==> src/rtl/additive_lagged_fibonacci_rng_macros.svh <==
// Assertion macros for the lagged-Fibonacci generator.
// Used by additive_lagged_fibonacci_rng.sv; expects clk_i and rst_ni in scope.
`ifndef ADDITIVE_LAGGED_FIBONACCI_RNG_MACROS_SVH
`define ADDITIVE_LAGGED_FIBONACCI_RNG_MACROS_SVH

// Same-cycle implication, checked on every rising clock edge outside reset.
`define ALFR_ASSERT_IMP(label, ante, cons, msg) \
  label: assert property (@(posedge clk_i) disable iff (!rst_ni) (ante) |-> (cons)) \
    else $error(msg);

// Next-cycle implication.
`define ALFR_ASSERT_NXT(label, ante, cons, msg) \
  label: assert property (@(posedge clk_i) disable iff (!rst_ni) (ante) |=> (cons)) \
    else $error(msg);

`endif

==> src/rtl/alfr_pkg.sv <==
// Shared constants and types of the lagged-Fibonacci generator.
// No dependencies; imported by additive_lagged_fibonacci_rng and its bench.
package alfr_pkg;

  localparam int unsigned LAG_DEGREE     = 31;
  localparam int unsigned LAG_SEPARATION = 3;
  localparam int unsigned WORD_W         = 32;
  localparam int unsigned OUT_W          = 31;
  localparam int unsigned IDX_W          = $clog2(LAG_DEGREE);

  // Reseed discards this many draws.
  localparam int unsigned DISCARD_COUNT  = 10 * LAG_DEGREE;
  localparam int unsigned DISC_W         = $clog2(DISCARD_COUNT);

  // Park-Miller minimal standard
  localparam logic [WORD_W-1:0] MINSTD_RED  = 32'h7fff_fffe;
  localparam logic [WORD_W-1:0] MINSTD_MOD  = 32'h7fff_ffff;
  localparam int unsigned       MINSTD_MULT = 16807;
  localparam int unsigned       MULT_W      = 15;
  localparam int unsigned       PROD_W      = OUT_W + MULT_W;

  // Opcodes
  localparam logic OP_DRAW   = 1'b0;
  localparam logic OP_RESEED = 1'b1;

  typedef enum logic [2:0] {
    ST_IDLE,
    ST_DREAD,
    ST_DRAW,
    ST_RED,
    ST_MUL,
    ST_FOLD,
    ST_WR
  } alfr_state_e;

  // Table contents after reset
  localparam logic [WORD_W-1:0] INIT_WORDS [LAG_DEGREE] = '{
    32'h2cf41758, 32'h27bb3711, 32'h4916d4d1, 32'h7b02f59f, 32'h9b8e28eb, 32'hc0e80269,
    32'h696f5c16, 32'h878f1ff5, 32'h52d9c07f, 32'h916a06cd, 32'hb50b3a20, 32'h2776970a,
    32'hee4eb2a6, 32'he94640ec, 32'hb1d65612, 32'h9d1ed968, 32'h1043f6b7, 32'ha3432a76,
    32'h17eacbb9, 32'h3c09e2eb, 32'h04f8c2b3, 32'h708a1f57, 32'hee341814, 32'h95d0e4d2,
    32'hb06f216c, 32'h8bd2e72e, 32'h8f7c38d7, 32'hcfc6a8fc, 32'h02a59495, 32'ha20d2a69,
    32'he29d12d1
  };

endpackage

==> src/rtl/additive_lagged_fibonacci_rng.sv <==
// Additive lagged-Fibonacci generator (x^31 + x^3 + 1), top level.
// Depends on alfr_pkg, alfr_ram and additive_lagged_fibonacci_rng_macros.svh.
//
// Usage:
//   Input channel (in_valid_i / in_stall_o): opcode_i selects a draw or a
//   reseed; seed_value_i is only looked at for a reseed. An item is taken at
//   a rising edge with in_valid_i high and in_stall_o low.
//   Output channel (out_valid_o / out_stall_i): one random_value_o item per
//   draw, none per reseed. It sits in an output register, so a new input
//   item can be taken while a result still waits there.
// Timing:
//   Draw: the edge that takes the item also launches the two table reads
//   (front and rear word, one from each RAM copy); in ST_DRAW the block adds
//   them, writes the sum back and loads the output register. A new item is
//   taken only after the previous draw has written its sum back.
//   Reseed: in_stall_o stays high after the item is taken while the block
//   fills 30 table words, each through reduce, multiply, fold and write, and
//   then runs 310 discarded draws.
// Reset: the indices go to 3 and 0 and all table valid bits clear; an entry
//   not yet written reads as its built-in initial word, so there is no
//   clearing pass and the block takes items right after reset.
// Stall: a draw whose result finds the output register still occupied and
//   stalled waits in its execute cycle until the register frees up.
module additive_lagged_fibonacci_rng (
  input  logic                        clk_i,
  input  logic                        rst_ni,
  input  logic                        in_valid_i,
  output logic                        in_stall_o,
  input  logic                        opcode_i,
  input  logic [alfr_pkg::WORD_W-1:0] seed_value_i,
  output logic                        out_valid_o,
  input  logic                        out_stall_i,
  output logic [alfr_pkg::OUT_W-1:0]  random_value_o
);

  import alfr_pkg::*;

`include "additive_lagged_fibonacci_rng_macros.svh"

  localparam logic [IDX_W-1:0]  LAST_IDX     = IDX_W'(LAG_DEGREE - 1);
  localparam logic [IDX_W-1:0]  FRONT_RST    = IDX_W'(LAG_SEPARATION);
  localparam logic [IDX_W-1:0]  REAR_RST     = '0;
  localparam logic [IDX_W-1:0]  FIRST_FILL   = IDX_W'(1);
  localparam logic [DISC_W-1:0] DISCARD_LAST = DISC_W'(DISCARD_COUNT - 1);
  localparam logic [IDX_W-1:0]  SEP_WRAP     = IDX_W'(LAG_DEGREE - LAG_SEPARATION);

  // FSM and control state
  alfr_state_e       state_q, state_d;
  logic [IDX_W-1:0]  front_q, front_d;
  logic [IDX_W-1:0]  rear_q, rear_d;
  logic [IDX_W-1:0]  fill_idx_q, fill_idx_d;
  logic [DISC_W-1:0] disc_cnt_q, disc_cnt_d;
  logic              discard_q, discard_d;
  logic [LAG_DEGREE-1:0] tbl_vld_q, tbl_vld_d;
  logic              out_valid_q, out_valid_d;

  // Datapath registers (no reset)
  logic [WORD_W-1:0] prev_q, prev_d;
  logic [OUT_W-1:0]  x_q, x_d;
  logic [PROD_W-1:0] prod_q, prod_d;
  logic [WORD_W-1:0] fold_q, fold_d;
  logic [OUT_W-1:0]  rand_q, rand_d;

  // Table RAM ports
  logic              ram_we;
  logic [IDX_W-1:0]  ram_waddr;
  logic [WORD_W-1:0] ram_wdata;
  logic              ram_re;
  logic [WORD_W-1:0] rd_front, rd_rear;

  logic              in_acc;
  logic              out_free;
  logic [WORD_W-1:0] word_front, word_rear, draw_sum;
  logic [WORD_W-1:0] red_word, fold_mod, seed_word;

  // Input is only taken in idle
  assign in_stall_o = (state_q != ST_IDLE);
  assign in_acc     = in_valid_i && !in_stall_o;
  assign out_free   = !out_valid_q || !out_stall_i;

  // Two copies of the table, written together, each read at one index.
  alfr_ram #(.WIDTH(WORD_W), .DEPTH(LAG_DEGREE)) u_ram_front (
    .clk_i   (clk_i),
    .we_i    (ram_we),
    .waddr_i (ram_waddr),
    .wdata_i (ram_wdata),
    .re_i    (ram_re),
    .raddr_i (front_q),
    .rdata_o (rd_front)
  );

  alfr_ram #(.WIDTH(WORD_W), .DEPTH(LAG_DEGREE)) u_ram_rear (
    .clk_i   (clk_i),
    .we_i    (ram_we),
    .waddr_i (ram_waddr),
    .wdata_i (ram_wdata),
    .re_i    (ram_re),
    .raddr_i (rear_q),
    .rdata_o (rd_rear)
  );

  // Unwritten entries read as their reset word. Valid bits and indices do
  // not move between the read and the execute cycle.
  assign word_front = tbl_vld_q[front_q] ? rd_front : INIT_WORDS[front_q];
  assign word_rear  = tbl_vld_q[rear_q]  ? rd_rear  : INIT_WORDS[rear_q];
  assign draw_sum   = word_front + word_rear;

  // Seed step: prev mod 0x7ffffffe, +1 (prev < 3x modulus)
  always_comb begin
    if (prev_q >= {MINSTD_RED[WORD_W-2:0], 1'b0}) begin
      red_word = prev_q - {MINSTD_RED[WORD_W-2:0], 1'b0};
    end else if (prev_q >= MINSTD_RED) begin
      red_word = prev_q - MINSTD_RED;
    end else begin
      red_word = prev_q;
    end
  end

  // Folded product is below twice 2^31-1 and never equals it
  assign fold_mod  = (fold_q >= MINSTD_MOD) ? (fold_q - MINSTD_MOD) : fold_q;
  assign seed_word = fold_mod - WORD_W'(1);

  // Next state
  always_comb begin
    state_d = state_q;
    unique case (state_q)
      ST_IDLE: begin
        if (in_acc) begin
          state_d = (opcode_i == OP_RESEED) ? ST_RED : ST_DRAW;
        end
      end
      ST_DREAD: state_d = ST_DRAW;
      ST_DRAW: begin
        if (discard_q) begin
          state_d = (disc_cnt_q == DISCARD_LAST) ? ST_IDLE : ST_DREAD;
        end else if (out_free) begin
          state_d = ST_IDLE;
        end
      end
      ST_RED:  state_d = ST_MUL;
      ST_MUL:  state_d = ST_FOLD;
      ST_FOLD: state_d = ST_WR;
      ST_WR:   state_d = (fill_idx_q == LAST_IDX) ? ST_DREAD : ST_RED;
      default: state_d = ST_IDLE;
    endcase
  end

  // Outputs and datapath
  always_comb begin
    ram_we      = 1'b0;
    ram_waddr   = front_q;
    ram_wdata   = draw_sum;
    ram_re      = 1'b0;
    front_d     = front_q;
    rear_d      = rear_q;
    fill_idx_d  = fill_idx_q;
    disc_cnt_d  = disc_cnt_q;
    discard_d   = discard_q;
    tbl_vld_d   = tbl_vld_q;
    out_valid_d = out_valid_q && out_stall_i;
    prev_d      = prev_q;
    x_d         = x_q;
    prod_d      = prod_q;
    fold_d      = fold_q;
    rand_d      = rand_q;

    unique case (state_q)
      ST_IDLE: begin
        if (in_acc) begin
          if (opcode_i == OP_RESEED) begin
            // seed goes straight into word 0
            ram_we     = 1'b1;
            ram_waddr  = '0;
            ram_wdata  = seed_value_i;
            tbl_vld_d[0] = 1'b1;
            prev_d     = seed_value_i;
            fill_idx_d = FIRST_FILL;
            discard_d  = 1'b1;
          end else begin
            ram_re    = 1'b1;
            discard_d = 1'b0;
          end
        end
      end
      ST_DREAD: ram_re = 1'b1;
      ST_DRAW: begin
        if (discard_q || out_free) begin
          ram_we             = 1'b1;
          ram_waddr          = front_q;
          ram_wdata          = draw_sum;
          tbl_vld_d[front_q] = 1'b1;
          front_d = (front_q == LAST_IDX) ? '0 : front_q + IDX_W'(1);
          rear_d  = (rear_q == LAST_IDX) ? '0 : rear_q + IDX_W'(1);
          if (discard_q) begin
            disc_cnt_d = disc_cnt_q + DISC_W'(1);
          end else begin
            out_valid_d = 1'b1;
            rand_d      = draw_sum[WORD_W-1:1];
          end
        end
      end
      ST_RED: x_d = red_word[OUT_W-1:0] + OUT_W'(1);
      ST_MUL: prod_d = {{MULT_W{1'b0}}, x_q} * PROD_W'(MINSTD_MULT);
      ST_FOLD: begin
        // 2^31 = 1 modulo 2^31-1
        fold_d = WORD_W'(prod_q[PROD_W-1:OUT_W]) + WORD_W'(prod_q[OUT_W-1:0]);
      end
      ST_WR: begin
        ram_we                = 1'b1;
        ram_waddr             = fill_idx_q;
        ram_wdata             = {1'b0, seed_word[OUT_W-1:0]};
        tbl_vld_d[fill_idx_q] = 1'b1;
        prev_d                = {1'b0, seed_word[OUT_W-1:0]};
        if (fill_idx_q == LAST_IDX) begin
          front_d    = FRONT_RST;
          rear_d     = REAR_RST;
          disc_cnt_d = '0;
        end else begin
          fill_idx_d = fill_idx_q + IDX_W'(1);
        end
      end
      default: ;
    endcase
  end

  always_ff @(posedge clk_i or negedge rst_ni) begin
    if (!rst_ni) begin
      state_q     <= ST_IDLE;
      front_q     <= FRONT_RST;
      rear_q      <= REAR_RST;
      fill_idx_q  <= FIRST_FILL;
      disc_cnt_q  <= '0;
      discard_q   <= 1'b0;
      tbl_vld_q   <= '0;
      out_valid_q <= 1'b0;
    end else begin
      state_q     <= state_d;
      front_q     <= front_d;
      rear_q      <= rear_d;
      fill_idx_q  <= fill_idx_d;
      disc_cnt_q  <= disc_cnt_d;
      discard_q   <= discard_d;
      tbl_vld_q   <= tbl_vld_d;
      out_valid_q <= out_valid_d;
    end
  end

  always_ff @(posedge clk_i) begin
    prev_q <= prev_d;
    x_q    <= x_d;
    prod_q <= prod_d;
    fold_q <= fold_d;
    rand_q <= rand_d;
  end

  assign out_valid_o    = out_valid_q;
  assign random_value_o = rand_q;

  // Checks
  `ALFR_ASSERT_IMP(a_no_rw_overlap, ram_we, !ram_re, "table read and write in one cycle")
  `ALFR_ASSERT_IMP(a_sep_low, rear_q < SEP_WRAP, front_q == rear_q + FRONT_RST, "lag broken")
  `ALFR_ASSERT_IMP(a_sep_wrap, rear_q >= SEP_WRAP, front_q == rear_q - SEP_WRAP, "lag broken")
  `ALFR_ASSERT_IMP(a_fill_done, state_q == ST_DREAD, &tbl_vld_q, "discard before table filled")
  `ALFR_ASSERT_NXT(a_draw_out, state_q == ST_DRAW && !discard_q && out_free, out_valid_o,
                   "draw result not presented")

endmodule

==> src/rtl/alfr_ram.sv <==
// Generic single-write, single-read RAM with registered read data.
// No dependencies.
module alfr_ram #(
  parameter int unsigned WIDTH = 32,
  parameter int unsigned DEPTH = 32
) (
  input  logic                     clk_i,
  input  logic                     we_i,
  input  logic [$clog2(DEPTH)-1:0] waddr_i,
  input  logic [WIDTH-1:0]         wdata_i,
  input  logic                     re_i,
  input  logic [$clog2(DEPTH)-1:0] raddr_i,
  output logic [WIDTH-1:0]         rdata_o
);

  logic [WIDTH-1:0] mem_q [DEPTH];
  logic [WIDTH-1:0] rdata_q;

  always_ff @(posedge clk_i) begin
    if (we_i) begin
      mem_q[waddr_i] <= wdata_i;
    end
    if (re_i) begin
      rdata_q <= mem_q[raddr_i];
    end
  end

  assign rdata_o = rdata_q;

endmodule

==> config.mk <==
export PLATFORM = sky130hd
export DESIGN_NAME = additive_lagged_fibonacci_rng
export DESIGN_NICKNAME = d
export VERILOG_FILES = /design/src/rtl/alfr_pkg.sv /design/src/rtl/additive_lagged_fibonacci_rng.sv /design/src/rtl/alfr_ram.sv
export VERILOG_INCLUDE_DIRS = /design/src /design/src/rtl
export SDC_FILE = /design/constraint.sdc
export NUM_CORES = 2
export LEC_CHECK = 0
export CORE_MARGIN = 2
export CORE_UTILIZATION = 57
export CTS_CLUSTER_SIZE = 10
export DETAILED_ROUTE_END_ITERATION = 8
export DONT_BUFFER_PORTS = 1
export MAX_ROUTING_LAYER = met4
export PLACE_DENSITY = 0.8
export SETUP_SLACK_MARGIN = 0.4
export SYNTH_ARGS = -nofsm -noshare
export SYNTH_HDL_FRONTEND = slang
export SYNTH_SLANG_ARGS = --single-unit
==> constraint.sdc <==
create_clock -name clk_i -period 6.5 [get_ports clk_i]
set_clock_uncertainty 0.15 [all_clocks]
set_input_delay 0.325 -clock clk_i [delete_from_list [all_inputs] [get_ports clk_i]]
set_output_delay 0.325 -clock clk_i [all_outputs]
set_load 0.005 [all_outputs]
Word-level counts from Yosys, hierarchy flattened
Memories as Yosys holds them, arrays and structs flattened. A register that Yosys moved wholly into a read port is not among the register bits.
Cells that the tools add are included.
{"block": "totals", "rom_bits": 2048, "inputBits": 37, "mem_bits_rw": 1984, "regBits": 232, "wordCells": 151, "latch_bits": 0, "out_inout_bits": 33, "memories": 4}
{"memory": "(name not given)", "depth": 32, "width": 32, "read_ports": 1, "rd_ports_with_merged_regs": 0, "write_ports": 0, "line_no": "additive_lagged_fibonacci_rng.sv:105", "text": "assign word_rear = tbl_vld_q[rear_q] ? rd_rear : INIT_WORDS[rear_q];"}
{"memory": "(name not given)", "depth": 32, "width": 32, "read_ports": 1, "rd_ports_with_merged_regs": 0, "write_ports": 0, "line_no": "additive_lagged_fibonacci_rng.sv:104", "text": "assign word_front = tbl_vld_q[front_q] ? rd_front : INIT_WORDS[front_q];"}
{"memory": "u_ram_front.mem_q", "depth": 31, "width": 32, "read_ports": 1, "rd_ports_with_merged_regs": 1, "write_ports": 1, "line_no": "alfr_ram.sv:16", "text": "logic [WIDTH-1:0] mem_q [DEPTH];"}
{"memory": "u_ram_rear.mem_q", "depth": 31, "width": 32, "read_ports": 1, "rd_ports_with_merged_regs": 1, "write_ports": 1, "line_no": "alfr_ram.sv:16"}
{"block": "classes", "mux": 66, "n_mul": 1, "div_mod_pow": 0, "n_eq_ne": 17, "bitwise_logic": 5, "n_shift": 0, "n_reduce_logical": 23, "add_sub_neg": 11, "magnitude_cmp": 10}
{"operator": "32-bit two-way mux", "n": 10}
{"operator": "32-bit case mux with 2 select lines", "n": 2}
{"operator": "31-bit two-way mux", "n": 4}
{"operator": "31-bit subtractor, second input constant", "n": 3}
{"operator": "32-bit by 31-bit greater-or-equal comparator with 1-bit output, second input constant", "n": 2}
{"operator": "31-bit OR", "n": 2}
{"operator": "30-bit case mux with 2 select lines", "n": 1}
{"operator": "5-bit two-way mux", "n": 11}
{"operator": "31-bit by 15-bit multiplier with 46-bit output, second input constant", "n": 1}
{"operator": "5-bit case mux with 2 select lines", "n": 4}
{"operator": "15-bit by 31-bit adder with 32-bit output", "n": 1}
{"operator": "32-bit adder", "n": 1}
{"operator": "32-bit greater-or-equal comparator, second input constant", "n": 1}
{"operator": "31-bit by 1-bit adder with 31-bit output, second input constant", "n": 1}
{"operator": "31-bit by 1-bit subtractor with 31-bit output, second input constant", "n": 1}
{"operator": "9-bit two-way mux", "n": 3}
{"operator": "3-bit case mux with 7 select lines", "n": 1}
{"operator": "5-bit by 6-bit < comparator with 1-bit output, second input constant", "n": 3}
{"operator": "1-bit two-way mux", "n": 18}
{"operator": "9-bit case mux with 2 select lines", "n": 1}
{"operator": "5-bit by 1-bit adder with 5-bit output, second input constant", "n": 3}
{"operator": "5-bit equality test, second input constant", "n": 3}
{"operator": "6-bit greater-or-equal comparator, second input constant", "n": 2}
{"operator": "2-bit != test, second input constant", "n": 6}
{"operator": "24 further kinds", "n": 48}

Longest topological paths before layout
{"block": "logic_depth", "ltp_word": 9, "ltp_mapped": 25, "mapped_depth_nobuf": 23}

Cells and area by module
From an unflattened synthesis, not the netlist that was laid out.
{"block": "hier_totals", "hier_cells": 6922, "area_unflattened_um2": 104758.0}
{"module": "alfr_ram", "seq_area_each_um2": 30749.5, "area_per_inst_um2": 39006.2, "instances": 2, "cells_per_inst": 1915}
{"module": "additive_lagged_fibonacci_rng", "seq_area_each_um2": 6670.1, "area_per_inst_um2": 26745.7, "instances": 1, "cells_per_inst": 3092}

Least setup slack after synthesis
Ideal clock, no wire load.
{"block": "synth_timing", "kind": "reg2reg", "startpoint": "register rear_q[0]", "endpoint": "memory u_ram_front.mem_q[13][30] (data pin)", "n_path_buf": 4, "synth_period_minus_slack_ps": 6963, "setup_ps": 385, "required_ps": 5965, "path_stages_with_launch": 25, "t_arrival_ps": 6429, "setup_slack_ps": -463, "cell_sequence": "dfrtp_1 buf_2 clkbuf_1 clkbuf_1 buf_1 inv_1 ha_1 nor2b_1 a21oi_1 a21boi_0 o21ai_0 mux2_2 ha_1 inv_1 fa_1 nor2b_1 o31a_1 o2111ai_1 a211oi_1 o21ai_0 a211oi_1 o21ai_0 a31oi_1 mux2i_1 o221ai_1"}
{"block": "synth_between", "elab_chain_cells": 9, "word_cells_on_any_way": 11, "cone_classes": "1 x add/sub; 8 x mux; 1 x bitwise; 1 x memory"}
{"element": "start: declaration", "line_no": "additive_lagged_fibonacci_rng.sv:50", "text": "logic [IDX_W-1:0] rear_q, rear_d;"}
{"element": "start signal: assignment", "line_no": "additive_lagged_fibonacci_rng.sv:239", "text": "rear_q <= rear_d;"}
{"element": "5-bit NOT with 6-bit output (implied by the code)", "line_no": "additive_lagged_fibonacci_rng.sv:105"}
{"element": "memory read 32 x 32 bit"}
{"element": "32-bit two-way mux (implied by the code) (2 in series)", "line_no": "additive_lagged_fibonacci_rng.sv:105"}
{"element": "32-bit two-way mux *", "line_no": "additive_lagged_fibonacci_rng.sv:105"}
{"element": "32-bit adder *", "line_no": "additive_lagged_fibonacci_rng.sv:106", "text": "assign draw_sum = word_front + word_rear;"}
{"element": "32-bit two-way mux", "line_no": "additive_lagged_fibonacci_rng.sv:170", "text": "if (opcode_i == OP_RESEED) begin"}
{"element": "32-bit two-way mux", "line_no": "additive_lagged_fibonacci_rng.sv:169", "text": "if (in_acc) begin"}
{"element": "32-bit case mux with 2 select lines *", "line_no": "additive_lagged_fibonacci_rng.sv:167", "text": "unique case (state_q)"}
{"element": "net ram_wdata[30]", "line_no": "additive_lagged_fibonacci_rng.sv:67", "text": "logic [WORD_W-1:0] ram_wdata;"}
{"element": "end: declaration", "line_no": "alfr_ram.sv:16"}
The timed path passes the listed nets; every way through them passes the cells marked *. The select of a mux whose other input is x is not followed.

Final worst setup path
{"block": "layout_timing", "startpoint": "register front_q[1]", "endpoint": "memory u_ram_rear.mem_q[30][29] (data pin)"}
{"block": "layout_between", "elab_chain_cells": 9, "word_cells_on_any_way": 11, "cone_classes": "1 x add/sub; 8 x mux; 1 x bitwise; 1 x memory"}
{"element": "start: declaration", "line_no": "additive_lagged_fibonacci_rng.sv:49", "text": "logic [IDX_W-1:0] front_q, front_d;"}
{"element": "start signal: assignment", "line_no": "additive_lagged_fibonacci_rng.sv:238", "text": "front_q <= front_d;"}
{"element": "5-bit NOT with 6-bit output (implied by the code)", "line_no": "additive_lagged_fibonacci_rng.sv:104"}
{"element": "memory read 32 x 32 bit"}
{"element": "32-bit two-way mux (implied by the code) (2 in series)", "line_no": "additive_lagged_fibonacci_rng.sv:104"}
{"element": "32-bit two-way mux *", "line_no": "additive_lagged_fibonacci_rng.sv:104"}
{"element": "32-bit adder *", "line_no": "additive_lagged_fibonacci_rng.sv:106"}
{"element": "net draw_sum[29]", "line_no": "additive_lagged_fibonacci_rng.sv:73", "text": "logic [WORD_W-1:0] word_front, word_rear, draw_sum;"}
{"element": "32-bit two-way mux", "line_no": "additive_lagged_fibonacci_rng.sv:170"}
{"element": "32-bit two-way mux", "line_no": "additive_lagged_fibonacci_rng.sv:169"}
{"element": "32-bit case mux with 2 select lines *", "line_no": "additive_lagged_fibonacci_rng.sv:167"}
{"element": "net ram_wdata[29]", "line_no": "additive_lagged_fibonacci_rng.sv:67"}
{"element": "end: declaration", "line_no": "alfr_ram.sv:16"}
Marks and branches as above.

==> reports/qor_table.md <==
| Metric | Reported |
|:---|:---|
| Wire length of the first global-routing pass | 362000 µm |
| Later-pin clock latency in the skew report | 830 ps |
| Data arrival at the endpoint of the critical path | 6410 ps |
| Pins over their slew limit | 0 |
| Max cap viols | 0 |
| Mean number of vias per cell | 7.18 |
| Number of cells produced by synthesis | 5717 |
| Buffer levels on the longest clock path | 3 |
| Final routed wirelength across all metal layers | 251000 µm |
| Transition time at the pin with the least slew margin | 1290 ps |
| Number of buffers added by the clock tree synthesis step | 151 |
| Required time worst endpoint | 6870 ps |
| Synth Warn # | 0 |
| Number of ports placed on the die boundary | 70 |
| Clock slew seen by the registers of the worst setup and hold paths | 70 ps |
| Final number of hold-violating endpoints | 0 |
| Most common flop cell mapped by yosys | edfxtp_1 |
| Pre-CTS setup slack | 3.32 ps |
| Setup crit end | u_ram_rear.mem_q[30][29] |
| Fin crit share | 92.9% |
| Initial core utilization | 57.2% |
| Hold_sp | seed_value_i[19] |
| Pin count of the biggest net entering global routing | 135 |
| Critical Path Start Type | flip-flop |
| Mapped Area | 0.0749 mm² |
| Maximum level of the CTS H-tree | 4 |
| Height of the die | 367 µm |
| Final Setup Violations | 0 |
| Number of flops mapped to enable cells by yosys | 1228 |
| Reg-to-reg startpoint | front_q[1] |
| Fraction of layout instances using a drive strength above 1 | 19.0% |
| Number of storage elements in the synthesis netlist | 1288 |
| Post-Syn Area per Cell | 13.1 µm² |
| Initial antenna violation count | 19 |
| Final weighted congestion of routability-driven global placement | 1.04 |
| Register-to-register setup slack | 460 ps |
| Fraction of registers with async set/reset | 4.66% |
| Top-area cell type share of the netlist area | 49.2% |
| Portion of the post-synthesis area used by sequential elements | 51.2% |
| Critical-path maximum fanout | 35 |
| Cell Rows | 133 |
| Maximum operating frequency | 166 MHz |
| Most instantiated cells after synthesis | 1228 x edfxtp_1, 509 x nand2_1, 414 x mux4_2, 378 x inv_1, 302 x mux2i_1 |
| Via count of the first global-routing pass | 53258 |
| Distinct cells, synth | 107 |
| Library cell occupying the most area in the post-synthesis netlist | edfxtp_1 |
| Wire length per cell after detailed routing | 32.7 µm |
| Total nets after synthesis | 6171 |
| Critical Path End Type | flip-flop |
| Final setup slack of the worst path | 463 ps |
| Routed via count | 55045 |
| Buffer cell driving the clock tree root | clkbuf_16 |
| Library cell with the highest instance count after synthesis | edfxtp_1 |
| Sum Neg Setup Slack | 0 ps |
| Detailed Place HPWL | 158000 µm |
| Clock sinks | 1288 |
| Number of iterations in the first detailed-routing pass | 7 |
| Worst-case headroom to the max-slew limit | 14.0% |
| Dominant cells by area after synthesis | edfxtp_1 49%, mux4_2 12%, ha_1 4.7%, mux2i_1 4.0%, fa_1 3.6% |
| Area of the core | 0.131 mm² |
| Synthesis-to-finish area growth | 12.3% |
| RR Endpoint | u_ram_rear.mem_q[30][29] |
| Start point of the critical path | front_q[1] |
| Count of unresolved DRC violations after routing | 0 |
| Number of cells on the worst reg-to-reg path | 20 |
| CTS tree | built |
| Drt initial violations | 9110 |
| Unrepaired setup endpoints after global routing | true |
| Critical path start-end classification | flip-flop to flip-flop |
| Port Buffer Count | 0 |
| Worst hold stages | 3 |
| Total track usage | 38.0% |
| Antenna-violating nets left | 0 |
| Worst Hold Class | input port to flip-flop |
| Total overflow reported by the global router | 0 |
| Net count reported at finish | 6296 |
| Post-layout minimum cycle time | 6040 ps |
| Total Die Area | 0.134 mm² |
| Run status | finished clean |
| Die span in x | 367 µm |
placed cells by master (no fill, tap or decap), types with 36 or more instances in the layout:
master,netlist,routed
a211oi_1,62,58
mux2i_1,302,301
o221ai_1,41,39
edfxtp_1,1228,1228
inv_1,378,344
a31oi_1,39,37
and2_1,43,43
xnor2_1,122,119
o21ai_0,241,224
fa_1,135,132
mux4_2,414,414
nand2_1,509,504
nor3_1,92,89
dfrtp_1,57,49
ha_1,282,261
clkbuf_16,0,156
nor2_1,296,261
dlygate4sd3_1,0,36
o22ai_1,93,89
xor2_1,61,61
o311ai_0,42,40
o21bai_1,37,37
a21o_1,46,46
o211ai_1,89,89
nand3_1,88,86
a21oi_1,218,205
buf_4,2,235
metal layers:
metal	share of wire, %	track usage, %	vias to the layer above	routed length (µm)
li1	-	-	22196	-
met1	36	50.1	27188	90100
met2	44	54.1	4676	111000
met3	14	10.3	985	35000
met4	6.1	19.6	0	15200
met5	0	-	-	0
flip-flops by register name, summed over array words and instances (netlist names), 5 cells and up:
register and cells:
u_ram_front.mem_q 384, front_q 5, u_ram_front.rdata_o 32, fold_q 32, x_q 31, random_value_o 31, tbl_vld_q 31, prev_q 32
prod_q 46, u_ram_rear.mem_q 608, u_ram_rear.rdata_o 32, fill_idx_q 5, disc_cnt_q 9, rear_q 5
through the flow:
step                area [µm²]  hold WS, ps  instances  util [%]
floorplan                74900         -121       5717         -
global placement         78500         -119       7369      59.9
detailed placement       78500         -118       7369      59.9
CTS                      83400        0.454       7619      63.7
global route             84200         23.2       7669      64.3
finish                   84200         18.1       7670      64.3
cell type report:
class                      count  area [µm²]
fill                        9222       46800
inverter                     383        1440
multi-input combinational   3699       34600
clock buffer                 182        3970
sequential                  1288       38400
tap                         1755        2200
clock inverter                24         398
antenna                       20        50.0
timing repair buffer         319        3070
cells by family after synthesis:
group                      share of synthesized area, %
and+or+nand+nor                                    7.89
xor gates and xnor gates                           2.16
adders and majority gates                          8.32
AOI/OAI and AO/OA                                  9.68
muxes                                              17.0
buffers and inverters                              3.73
DFF                                                51.2
critical path: stages (launching register included):
cell       delay, ps
dfstp_4          650
buf_4            500
buf_4            620
ha_1             260
a21oi_1           70
o211ai_1         260
o21ai_0          140
ha_1             310
buf_4            160
nand3_1           60
a21boi_0         190
a2111oi_4        380
a21oi_2          110
o41ai_2          330
buf_4            230
o311ai_2         120
a21oi_2          200
xnor2_2          130
a22o_1           250
a221o_1          360
buf_12           180
repair_timing:
item	4_1_cts	5_1_grt
hold buffers	38	0
endpoints found under the hold margin	434	0
gates cloned	1	2
endpoints found under the setup margin	59	391
resized for setup	25	109
pin swaps	7	66
setup buffers	5	29
how the worst min path moves through the flow:
stage	end	slack [ps]
finish	u_ram_front.mem_q[13][19]	20
detailed placement	tbl_vld_q[21]	-120
global placement	tbl_vld_q[21]	-120
floorplan	disc_cnt_q[0]	-120
CTS	u_ram_rear.mem_q[29][19]	0.5
global route	u_ram_rear.mem_q[25][19]	20
Power is not shown: default switching activity piles up to over one toggle a cycle in this logic, so the estimate is an artifact.
